$ cat src/rtl/core/cswb_pkg.sv
`timescale 1ns / 1ps
// ----------------------------------------------------------------------------
// cswb_pkg: shared definitions for the color sensor white balance block
// Holds widths, phase codes, filter codes and the structs between modules.
// ----------------------------------------------------------------------------
package cswb_pkg;

    localparam int COUNT_WIDTH = 16;
    localparam int WIN_WIDTH   = 16;
    localparam int DIV_W       = COUNT_WIDTH + 8;

    localparam logic [COUNT_WIDTH-1:0] COUNT_MAX    = {COUNT_WIDTH{1'b1}};
    localparam logic [7:0]             FULL_SCALE   = 8'd255;
    localparam logic [WIN_WIDTH-1:0]   WINDOW_RESET = 16'd10000;
    localparam logic [3:0]             DIV_STEPS    = 4'd8;

    // Sequencer phases.
    localparam logic [2:0] PH_IDLE   = 3'd0;
    localparam logic [2:0] PH_BAL_R  = 3'd1;
    localparam logic [2:0] PH_BAL_G  = 3'd2;
    localparam logic [2:0] PH_BAL_B  = 3'd3;
    localparam logic [2:0] PH_MEAS_R = 3'd4;
    localparam logic [2:0] PH_MEAS_G = 3'd5;
    localparam logic [2:0] PH_MEAS_B = 3'd6;

    // Commands.
    localparam logic [1:0] ACT_NONE     = 2'd0;
    localparam logic [1:0] ACT_BALANCE  = 2'd1;
    localparam logic [1:0] ACT_MEASURE  = 2'd2;
    localparam logic [1:0] ACT_BAL_MEAS = 2'd3;

    // Filter pin codes {s2,s3}.
    localparam logic [1:0] FSEL_RED   = 2'd0;
    localparam logic [1:0] FSEL_BLUE  = 2'd1;
    localparam logic [1:0] FSEL_OFF   = 2'd2;
    localparam logic [1:0] FSEL_GREEN = 2'd3;

    localparam logic KIND_BALANCE = 1'b0;
    localparam logic KIND_MEASURE = 1'b1;

    typedef struct packed {
        logic                   start;
        logic [DIV_W-1:0]       num;
        logic [COUNT_WIDTH-1:0] den;
    } t_div_req;

    typedef struct packed {
        logic       done;
        logic [7:0] quot;
    } t_div_rsp;

    typedef struct packed {
        logic       fault;
        logic [7:0] blue;
        logic [7:0] green;
        logic [7:0] red;
        logic       kind;
        logic       done;
        logic       busy;
        logic [1:0] fsel;
    } t_result;

    function automatic logic [1:0] phase_fsel(input logic [2:0] phase);
        logic [1:0] f;
        unique case (phase)
            PH_BAL_R, PH_MEAS_R: f = FSEL_RED;
            PH_BAL_G, PH_MEAS_G: f = FSEL_GREEN;
            PH_BAL_B, PH_MEAS_B: f = FSEL_BLUE;
            default:             f = FSEL_OFF;
        endcase
        return f;
    endfunction

endpackage

$ cat src/rtl/core/color_sensor_white_balance.sv
`timescale 1ns / 1ps
// ----------------------------------------------------------------------------
// color_sensor_white_balance: color counter with white balance, top level
// Each input beat is one sample tick of the sensor output plus a command.
// Each accepted beat produces exactly one output beat with the filter select,
// sequence status and the last normalized red, green and blue readings.
// Configuration: i_cfg_we writes i_cfg_wdata as the window length in ticks;
// write it only while no sequence runs and no beat is in flight.
// The output beat passes through the sequencer's emit register and then the
// output register; when the beat closes a measurement window with a nonzero
// gain, the normalizing division first runs through the shared compare and
// subtract unit, one quotient bit per cycle over nine steps.
// No new input beat is accepted while the last beat's result is still pending.
// Reset clears all counters, gains and readings; the window length returns to
// 10000 ticks and the sensor is assumed idle high.
// When the receiver stalls, the output register holds its beat and no new
// input beat is accepted until that beat is taken.
// ----------------------------------------------------------------------------
module color_sensor_white_balance
    import cswb_pkg::*;
(
    input  logic                 i_clk,
    input  logic                 i_rst_n,
    input  logic                 i_cfg_we,
    input  logic [WIN_WIDTH-1:0] i_cfg_wdata,
    input  logic                 s_axis_tvalid,
    output logic                 s_axis_tready,
    input  logic [7:0]           s_axis_tdata,  // [1:0] action, [2] sensor_level, rest zero
    output logic                 m_axis_tvalid,
    input  logic                 m_axis_tready,
    // [1:0] filter_select, [2] busy_res, [3] done_res, [4] done_kind,
    // [12:5] red_value, [20:13] green_value, [28:21] blue_value, [29] zero_gain
    output logic [31:0]          m_axis_tdata
);

    logic [WIN_WIDTH-1:0] r_window_ticks;
    logic                 r_out_valid;
    logic [31:0]          r_out_data;
    logic                 step;
    logic                 seq_busy;
    logic                 res_valid;
    t_result              res;
    t_div_req             div_req;
    t_div_rsp             div_rsp;

    assign s_axis_tready = !seq_busy && (!r_out_valid || m_axis_tready);
    assign step          = s_axis_tvalid && s_axis_tready;

    always_ff @(posedge i_clk) begin
        if (!i_rst_n) begin
            r_window_ticks <= WINDOW_RESET;
        end else if (i_cfg_we) begin
            r_window_ticks <= i_cfg_wdata;
        end
    end

    cswb_seq u_seq (
        .i_clk          (i_clk),
        .i_rst_n        (i_rst_n),
        .i_step         (step),
        .i_action       (s_axis_tdata[1:0]),
        .i_level        (s_axis_tdata[2]),
        .i_window_ticks (r_window_ticks),
        .i_div          (div_rsp),
        .o_div          (div_req),
        .o_busy         (seq_busy),
        .o_res_valid    (res_valid),
        .o_res          (res)
    );

    cswb_div u_div (
        .i_clk   (i_clk),
        .i_rst_n (i_rst_n),
        .i_req   (div_req),
        .o_rsp   (div_rsp)
    );

    always_ff @(posedge i_clk) begin
        if (!i_rst_n) begin
            r_out_valid <= 1'b0;
        end else if (res_valid) begin
            r_out_valid <= 1'b1;
        end else if (m_axis_tready) begin
            r_out_valid <= 1'b0;
        end
        if (res_valid) begin
            r_out_data <= {2'b00, res.fault, res.blue, res.green, res.red,
                           res.kind, res.done, res.busy, res.fsel};
        end
    end

    assign m_axis_tvalid = r_out_valid;
    assign m_axis_tdata  = r_out_data;

`ifndef SYNTH
    a_no_overwrite: assert property (@(posedge i_clk) disable iff (!i_rst_n)
        res_valid |-> !r_out_valid)
        else $error("result arrived while output beat still pending");
`endif

endmodule

$ cat src/rtl/core/cswb_div.sv
`timescale 1ns / 1ps
// ----------------------------------------------------------------------------
// cswb_div: iterative saturating divider
// Restoring division, one compare and subtract per cycle, quotient capped at 255.
// ----------------------------------------------------------------------------
module cswb_div
    import cswb_pkg::*;
(
    input  logic     i_clk,
    input  logic     i_rst_n,
    input  t_div_req i_req,
    output t_div_rsp o_rsp
);

    logic             r_busy, n_busy;
    logic             r_done, n_done;
    logic [3:0]       r_cnt, n_cnt;
    logic [DIV_W-1:0] r_rem, n_rem;
    logic [DIV_W-1:0] r_dsh, n_dsh;
    logic [7:0]       r_q, n_q;
    logic             r_sat, n_sat;
    logic             ge;
    logic [DIV_W-1:0] diff;

    // The shared unit: one wide compare and subtract.
    assign ge   = (r_rem >= r_dsh);
    assign diff = r_rem - r_dsh;

    always_comb begin
        n_busy = r_busy;
        n_done = 1'b0;
        n_cnt  = r_cnt;
        n_rem  = r_rem;
        n_dsh  = r_dsh;
        n_q    = r_q;
        n_sat  = r_sat;
        if (i_req.start) begin
            n_busy = 1'b1;
            n_cnt  = DIV_STEPS;
            n_rem  = i_req.num;
            n_dsh  = {i_req.den, 8'd0};
            n_q    = 8'd0;
            n_sat  = 1'b0;
        end else if (r_busy) begin
            if (ge) begin
                n_rem = diff;
            end
            // A set bit at weight 256 means the quotient exceeds full scale.
            if (r_cnt == DIV_STEPS) begin
                n_sat = ge;
            end else begin
                n_q = {r_q[6:0], ge};
            end
            n_dsh = r_dsh >> 1;
            if (r_cnt == 4'd0) begin
                n_busy = 1'b0;
                n_done = 1'b1;
            end else begin
                n_cnt = r_cnt - 4'd1;
            end
        end
    end

    always_ff @(posedge i_clk) begin
        if (!i_rst_n) begin
            r_busy <= 1'b0;
            r_done <= 1'b0;
        end else begin
            r_busy <= n_busy;
            r_done <= n_done;
        end
        r_cnt <= n_cnt;
        r_rem <= n_rem;
        r_dsh <= n_dsh;
        r_q   <= n_q;
        r_sat <= n_sat;
    end

    assign o_rsp.done = r_done;
    assign o_rsp.quot = r_sat ? FULL_SCALE : r_q;

`ifndef SYNTH
    a_cnt_range: assert property (@(posedge i_clk) disable iff (!i_rst_n)
        r_busy |-> (r_cnt <= DIV_STEPS))
        else $error("divider step counter out of range");
    a_done_ends: assert property (@(posedge i_clk) disable iff (!i_rst_n)
        r_done |-> !r_busy)
        else $error("divider done while still iterating");
`endif

endmodule

$ cat src/rtl/core/cswb_seq.sv
`timescale 1ns / 1ps
// ----------------------------------------------------------------------------
// cswb_seq: window counting and channel sequencer
// Counts falling edges per window, steps the filter and drives the divider.
// ----------------------------------------------------------------------------
module cswb_seq
    import cswb_pkg::*;
(
    input  logic                 i_clk,
    input  logic                 i_rst_n,
    input  logic                 i_step,
    input  logic [1:0]           i_action,
    input  logic                 i_level,
    input  logic [WIN_WIDTH-1:0] i_window_ticks,
    input  t_div_rsp             i_div,
    output t_div_req             o_div,
    output logic                 o_busy,
    output logic                 o_res_valid,
    output t_result              o_res
);

    logic [2:0]             r_phase, n_phase;
    logic                   r_mab, n_mab;
    logic [COUNT_WIDTH-1:0] r_edge, n_edge;
    logic [WIN_WIDTH-1:0]   r_win, n_win;
    logic                   r_prev, n_prev;
    logic [COUNT_WIDTH-1:0] r_gain [3];
    logic [COUNT_WIDTH-1:0] n_gain [3];
    logic [7:0]             r_value [3];
    logic [7:0]             n_value [3];
    logic                   r_fault, n_fault;
    logic                   r_done, n_done;
    logic                   r_kind, n_kind;
    logic                   r_emit, n_emit;
    logic                   r_wait, n_wait;
    logic [1:0]             r_div_ch, n_div_ch;

    logic                   falling;
    logic [COUNT_WIDTH-1:0] edge_inc;
    logic [WIN_WIDTH-1:0]   win_inc;
    logic [1:0]             ch;

    assign falling  = r_prev & ~i_level;
    assign edge_inc = (falling && (r_edge != COUNT_MAX)) ? r_edge + 1'b1 : r_edge;
    assign win_inc  = r_win + 1'b1;
    assign ch       = (r_phase <= PH_BAL_B) ? 2'(r_phase - PH_BAL_R)
                                            : 2'(r_phase - PH_MEAS_R);

    always_comb begin
        n_phase  = r_phase;
        n_mab    = r_mab;
        n_edge   = r_edge;
        n_win    = r_win;
        n_prev   = r_prev;
        n_gain   = r_gain;
        n_value  = r_value;
        n_fault  = r_fault;
        n_done   = r_done;
        n_kind   = r_kind;
        n_emit   = 1'b0;
        n_wait   = r_wait;
        n_div_ch = r_div_ch;
        o_div.start = 1'b0;
        o_div.num   = ({edge_inc, 8'd0}) - DIV_W'(edge_inc);
        o_div.den   = r_gain[ch];

        if (i_step) begin
            n_prev = i_level;
            n_done = 1'b0;
            n_kind = KIND_BALANCE;
            n_emit = 1'b1;
            if (r_phase == PH_IDLE) begin
                if (i_action != ACT_NONE) begin
                    n_edge = '0;
                    n_win  = '0;
                    if (i_action == ACT_MEASURE) begin
                        n_phase = PH_MEAS_R;
                        n_fault = 1'b0;
                    end else begin
                        n_phase = PH_BAL_R;
                        n_mab   = (i_action == ACT_BAL_MEAS);
                    end
                end
            end else if (r_phase <= PH_MEAS_B) begin
                n_edge = edge_inc;
                n_win  = win_inc;
                // A window length of zero ends every window after one tick.
                if (win_inc >= i_window_ticks) begin
                    if (r_phase <= PH_BAL_B) begin
                        n_gain[ch] = edge_inc;
                    end else if (r_gain[ch] == '0) begin
                        n_value[ch] = FULL_SCALE;
                        n_fault     = 1'b1;
                    end else begin
                        // The result waits for the divider to finish.
                        o_div.start = 1'b1;
                        n_wait      = 1'b1;
                        n_emit      = 1'b0;
                        n_div_ch    = ch;
                    end
                    n_edge = '0;
                    n_win  = '0;
                    if (r_phase == PH_BAL_B) begin
                        n_done = 1'b1;
                        n_kind = KIND_BALANCE;
                        if (r_mab) begin
                            n_phase = PH_MEAS_R;
                            n_fault = 1'b0;
                        end else begin
                            n_phase = PH_IDLE;
                        end
                        n_mab = 1'b0;
                    end else if (r_phase == PH_MEAS_B) begin
                        n_done  = 1'b1;
                        n_kind  = KIND_MEASURE;
                        n_phase = PH_IDLE;
                    end else begin
                        n_phase = r_phase + 3'd1;
                    end
                end
            end else begin
                n_phase = PH_IDLE;
            end
        end else if (r_wait && i_div.done) begin
            n_value[r_div_ch] = i_div.quot;
            n_wait            = 1'b0;
            n_emit            = 1'b1;
        end
    end

    always_ff @(posedge i_clk) begin
        if (!i_rst_n) begin
            r_phase  <= PH_IDLE;
            r_mab    <= 1'b0;
            r_edge   <= '0;
            r_win    <= '0;
            r_prev   <= 1'b1;
            r_gain   <= '{default: '0};
            r_value  <= '{default: '0};
            r_fault  <= 1'b0;
            r_done   <= 1'b0;
            r_kind   <= KIND_BALANCE;
            r_emit   <= 1'b0;
            r_wait   <= 1'b0;
            r_div_ch <= 2'd0;
        end else begin
            r_phase  <= n_phase;
            r_mab    <= n_mab;
            r_edge   <= n_edge;
            r_win    <= n_win;
            r_prev   <= n_prev;
            r_gain   <= n_gain;
            r_value  <= n_value;
            r_fault  <= n_fault;
            r_done   <= n_done;
            r_kind   <= n_kind;
            r_emit   <= n_emit;
            r_wait   <= n_wait;
            r_div_ch <= n_div_ch;
        end
    end

    assign o_busy      = r_emit | r_wait;
    assign o_res_valid = r_emit;

    assign o_res.fsel  = phase_fsel(r_phase);
    assign o_res.busy  = (r_phase != PH_IDLE);
    assign o_res.done  = r_done;
    assign o_res.kind  = r_kind;
    assign o_res.red   = r_value[0];
    assign o_res.green = r_value[1];
    assign o_res.blue  = r_value[2];
    assign o_res.fault = r_fault;

`ifndef SYNTH
    a_step_follows: assert property (@(posedge i_clk) disable iff (!i_rst_n)
        i_step |=> (r_emit || r_wait))
        else $error("accepted beat produced neither a result nor a division");
    a_kind_only_done: assert property (@(posedge i_clk) disable iff (!i_rst_n)
        (r_emit && !r_done) |-> (r_kind == KIND_BALANCE))
        else $error("completion kind set without completion");
    a_busy_filter: assert property (@(posedge i_clk) disable iff (!i_rst_n)
        r_emit |-> (o_res.busy == (o_res.fsel != FSEL_OFF)))
        else $error("busy flag disagrees with filter selection");
`endif

endmodule

$ cat config.mk
export PLATFORM = sky130hd
export DESIGN_NAME = color_sensor_white_balance
export DESIGN_NICKNAME = d
export VERILOG_FILES = /design/src/rtl/core/cswb_pkg.sv /design/src/rtl/core/color_sensor_white_balance.sv /design/src/rtl/core/cswb_div.sv /design/src/rtl/core/cswb_seq.sv
export SDC_FILE = /design/constraint.sdc
export NUM_CORES = 1
export LEC_CHECK = 0
export BUFFER_PORTS_ARGS = -buffer_cell sky130_fd_sc_hd__buf_2
export CAP_MARGIN = 20
export CORE_AREA = 2 2 161 163
export CTS_BUF_LIST = sky130_fd_sc_hd__clkbuf_4
export CTS_CLUSTER_DIAMETER = 100
export CTS_CLUSTER_SIZE = 12
export DETAILED_ROUTE_END_ITERATION = 8
export DIE_AREA = 0 0 163 165
export GPL_ROUTABILITY_DRIVEN = 1
export GPL_TIMING_DRIVEN = 0
export PLACE_DENSITY = 0.72
export SLEW_MARGIN = 20
export SYNTH_ARGS = -nofsm -noshare
export SYNTH_HDL_FRONTEND = slang
export SYNTH_SLANG_ARGS = --single-unit
$ cat constraint.sdc
create_clock -name i_clk -period 6.4 [get_ports i_clk]
set_clock_uncertainty 0.05 [all_clocks]
set_input_delay 1.92 -clock i_clk [delete_from_list [all_inputs] [get_ports i_clk]]
set_output_delay 1.92 -clock i_clk [all_outputs]
set_load 0.02 [all_outputs]
==> out/metrics.yaml <==
cells_and_area:
  final_nets: 1553
  final_util_pct: 53.4
  ff_latch_area_um2: 5230
  fillers: 2314
  drive_gt1_share_pct: 11.0
  area_delta_synth_final_pct: 7.79
  multi_input_area_um2: 6460
cts:
  post_cts_buffers: 0
  ctsHoldBuffers: 0
  clockBufferDepth: 3
  cts_buffers: 22
  clk_pin_slew_ns: 0.14
  htreeDepth: 1
  clock-sinks: 226
  cts_tree: "built"
  clk_latency_ns: 0.72
  cts-root-buf: "clkbuf_4"
  cts_resized: 0
timing:
  fmax_mhz: 185
  hold_violations: 0
  worstMarginPinSlew_ns: 0.991
  rsz0062_at_grt: "false"
  setup_viol: 0
  tns_ns: 0
  fin_crit_ns: 5.41
  max-slew-margin-rel_pct: 33.4
  fin_ws_ns: 0.991
  slew_violations: 0
  whs_ns: 0.395
  fin_crit_sh_pct: 84.5
floorplanning:
  die_h_um: 165
  die_width_um: 163
  core_um2: 25000
  rows: 58
  initial_utilization_pct: 49.5
  ios: 63
  die_area_um2: 26900
logic_synthesis:
  synth.top_cell.area_share_pct: 25.2
  ys_types: 77
  muxShareOfSynthArea_pct: 5.28
  yosys.area_share.xor_xnor_pct: 4.70
  synth_top_flop_cell: "dfxtp_1"
  synthArstFlopShare_pct: 0
  syn_area_um2: 12400
  synthCells: 1387
  yosysTopAreaCell: "dfxtp_1"
  ys_seq_area_share_pct: 42.1
  synthTopCellsByArea: "dfxtp_1 (25%), edfxtp_1 (17%), ha_1 (5.7%)"
  synth_top_family_by_area: "simple AND/OR/NAND/NOR gates"
  synth-edff-count: 70
  synthAdderAreaFrac_pct: 5.81
  synth_area_per_cell_um2: 8.94
  ys_warn_count: 0
  synth_seq_cells: 226
  synth_common_cells: "dfxtp_1 (156), nor2_1 (135), a21oi_1 (112)"
  synth-simple-area-share_pct: 19.1
  synth_compound_area_share_pct: 17.1
  synth_most_common_cell: "dfxtp_1"
worst_setup_path:
  reg2reg_from: "u_seq.r_win[2]$_SDFFE_PN0P_"
  path_class: "input port to flip-flop"
  critPathLaunch: "s_axis_tdata[2]"
  endpoint_kind: "flip-flop"
  critPathMaxStageDelay_ns: 0.56
  worstSetupStartpointType: "input port"
  reg2reg_slack_ns: 1.45
  crit_fanout: 9
  crit_arrival_ns: 5.77
  cp_cell_sequence: "buf_2 > and4b_1 > buf_6 > nand3_1 > or4b_1 > buf_2 > xor2_2 > ha_1 > a21o_1 > a21o_1 > a21oi_1 > and2_1 > o311a_1 > o211ai_2 > xnor2_1 > a21oi_1"
  critical-path-slowest-cell: "or4b_1"
  cp.required_ns: 6.76
flow_run:
  cap_violations: 0
global_routing:
  grt_pass1_wl_um: 48700
  grt_max_degree: 32
  grt_pass1_vias: 9683
  antenna_found_initial: 1
  overflow: 0
  grtUsageTotal_pct: 22.4
hold_path:
  min_from: "u_seq.o_res[23]$_SDFFE_PN0P_"
  worstHoldPathType: "flip-flop to flip-flop"
pwr:
  pwr-share-seq_pct: 59.0
  clkPwrFrac_pct: 27.5
  p_int_uw: 1850
  ir_worst_vdd_uv: 120
  combinationalPowerShare_pct: 13.5
  power_density_nw_per_um2: 192
  netSwitchingFraction_pct: 28.0
  p_leak_uw: 0.00521
  p_switching_uw: 718
place:
  dp_hpwl_um: 22300
  place_congestion: 0.903
  io_buffers: 55
  pre_cts_ws_ns: 0.362
outcome:
  status: "complete, no violations"
route:
  vias_per_cell: 5.67
  dr_total_vias: 10300
  wl_per_cell_um: 16.7
  postRouteAntennaNets: 0
  wl_um: 30200
  first_pass_iters: 5
  post-route-drc-count: 0
  drt_iter0_drc: 792
==> cells in the final DEF, fill, tap and decap left out, types with 5 or more instances in the layout <==
master	count
dfxtp_1	155
nor2_1	135
a21oi_1	112
nand2_1	102
inv_1	88
o21ai_0	80
buf_2	73
edfxtp_1	70
mux2i_1	62
ha_1	56
nand3_1	52
clkbuf_1	44
xnor2_1	37
a211oi_1	36
clkbuf_4	33
nor3_1	32
nor2b_1	26
nand4_1	25
xor2_1	23
and3_1	17
a21o_1	16
nand2b_1	14
nand3b_1	13
a2bb2oi_1	11
or3_1	9
or2_2	9
a31oi_1	8
o31ai_1	8
a21oi_2	8
o211ai_1	7
buf_4	7
buf_6	6
and2_1	6
o41ai_1	6
buf_1	5
nor4_1	5
a21boi_0	5
==> power by group through the flow <==
stage	combinational (uW)	clock, uW	sequential [uW]
5_1_grt	379	778	1520
3_3_place_gp	338	0	1540
2_1_floorplan	234	0	1550
6_report	346	706	1510
4_1_cts	344	728	1510
3_5_place_dp	342	0	1550
==> state kept, by name (all words and copies together), names as in the netlist, 2 cells and up <==
| register | flops |
|---|---|
| m_axis_tdata | 30 |
| u_div.r_q | 8 |
| r_window_ticks | 16 |
| u_seq.r_gain | 48 |
| u_seq.o_res | 24 |
| u_seq.r_edge | 16 |
| u_seq.r_win | 16 |
| u_div.r_rem | 24 |
| u_div.r_dsh | 24 |
| u_div.r_cnt | 4 |
| u_seq.r_phase | 3 |
| u_seq.r_div_ch | 2 |
==> worst max-delay path, delay by kind of cell <==
family                   cells  cell delay [ns]
buffers and inverters        3             0.47
AO/OA/AOI/OAI                6             1.03
adder cells (fa/ha/maj)      1             0.41
AND/OR/NAND/NOR              4             1.12
XOR/XNOR                     2             0.83
==> cells by family (layout without fill, tap and decap cells) <==
group,after synthesis,after routing
AO/OA/AOI/OAI,334,334
XOR/XNOR,64,64
adder cells (fa/ha/maj),57,57
buffers and inverters,168,258
flip-flops,226,226
multiplexers,65,65
other,1,3
AND/OR/NAND/NOR,472,472
==> per-layer routing <==
layer  part of all wire [%]  up-vias  track usage [%]  wire length (um)
met5                      0        -                0                 0
met4                    3.2        0             7.20               976
met3                    6.1       65             2.91              1840
met2                     46      302             38.0             14000
met1                     44     4802             29.8             13400
li1                       -     5091                -                 -
==> per-stage QoR <==
| stage | instance area [um^2] | power (uW) | std cells |
|---|---|---|---|
| after floorplan | 12400 | 1780 | 1388 |
| after global placement | 13100 | 1880 | 1773 |
| after detailed placement | 13100 | 1890 | 1773 |
| after CTS | 13400 | 2590 | 1808 |
| after global routing | 13400 | 2670 | 1809 |
| final | 13400 | 2570 | 1809 |
==> final timing paths <==
path | cells past startpoint | end
hold reg to reg | 0 | m_axis_tdata[23]$_DFFE_PP_
hold / removal | 0 | m_axis_tdata[23]$_DFFE_PP_
setup / recovery | 16 | u_div.r_rem[20]$_DFFE_PP_
setup reg to reg | 15 | u_div.r_rem[7]$_DFFE_PP_
==> layout make-up <==
cell class / count / share of cell area [%]
repair buffers: 55 / 2.06
well taps: 330 / 3.09
clock buffers: 33 / 1.85
clock inverters: 2 / 0.0936
flip-flops and latches: 226 / 39.1
multi-input cells: 994 / 48.4
plain buffers: 80 / 2.95
inverters: 88 / 2.47
diodes: 1 / 0.0187
Note: power is estimated with default switching activity, not from simulation.
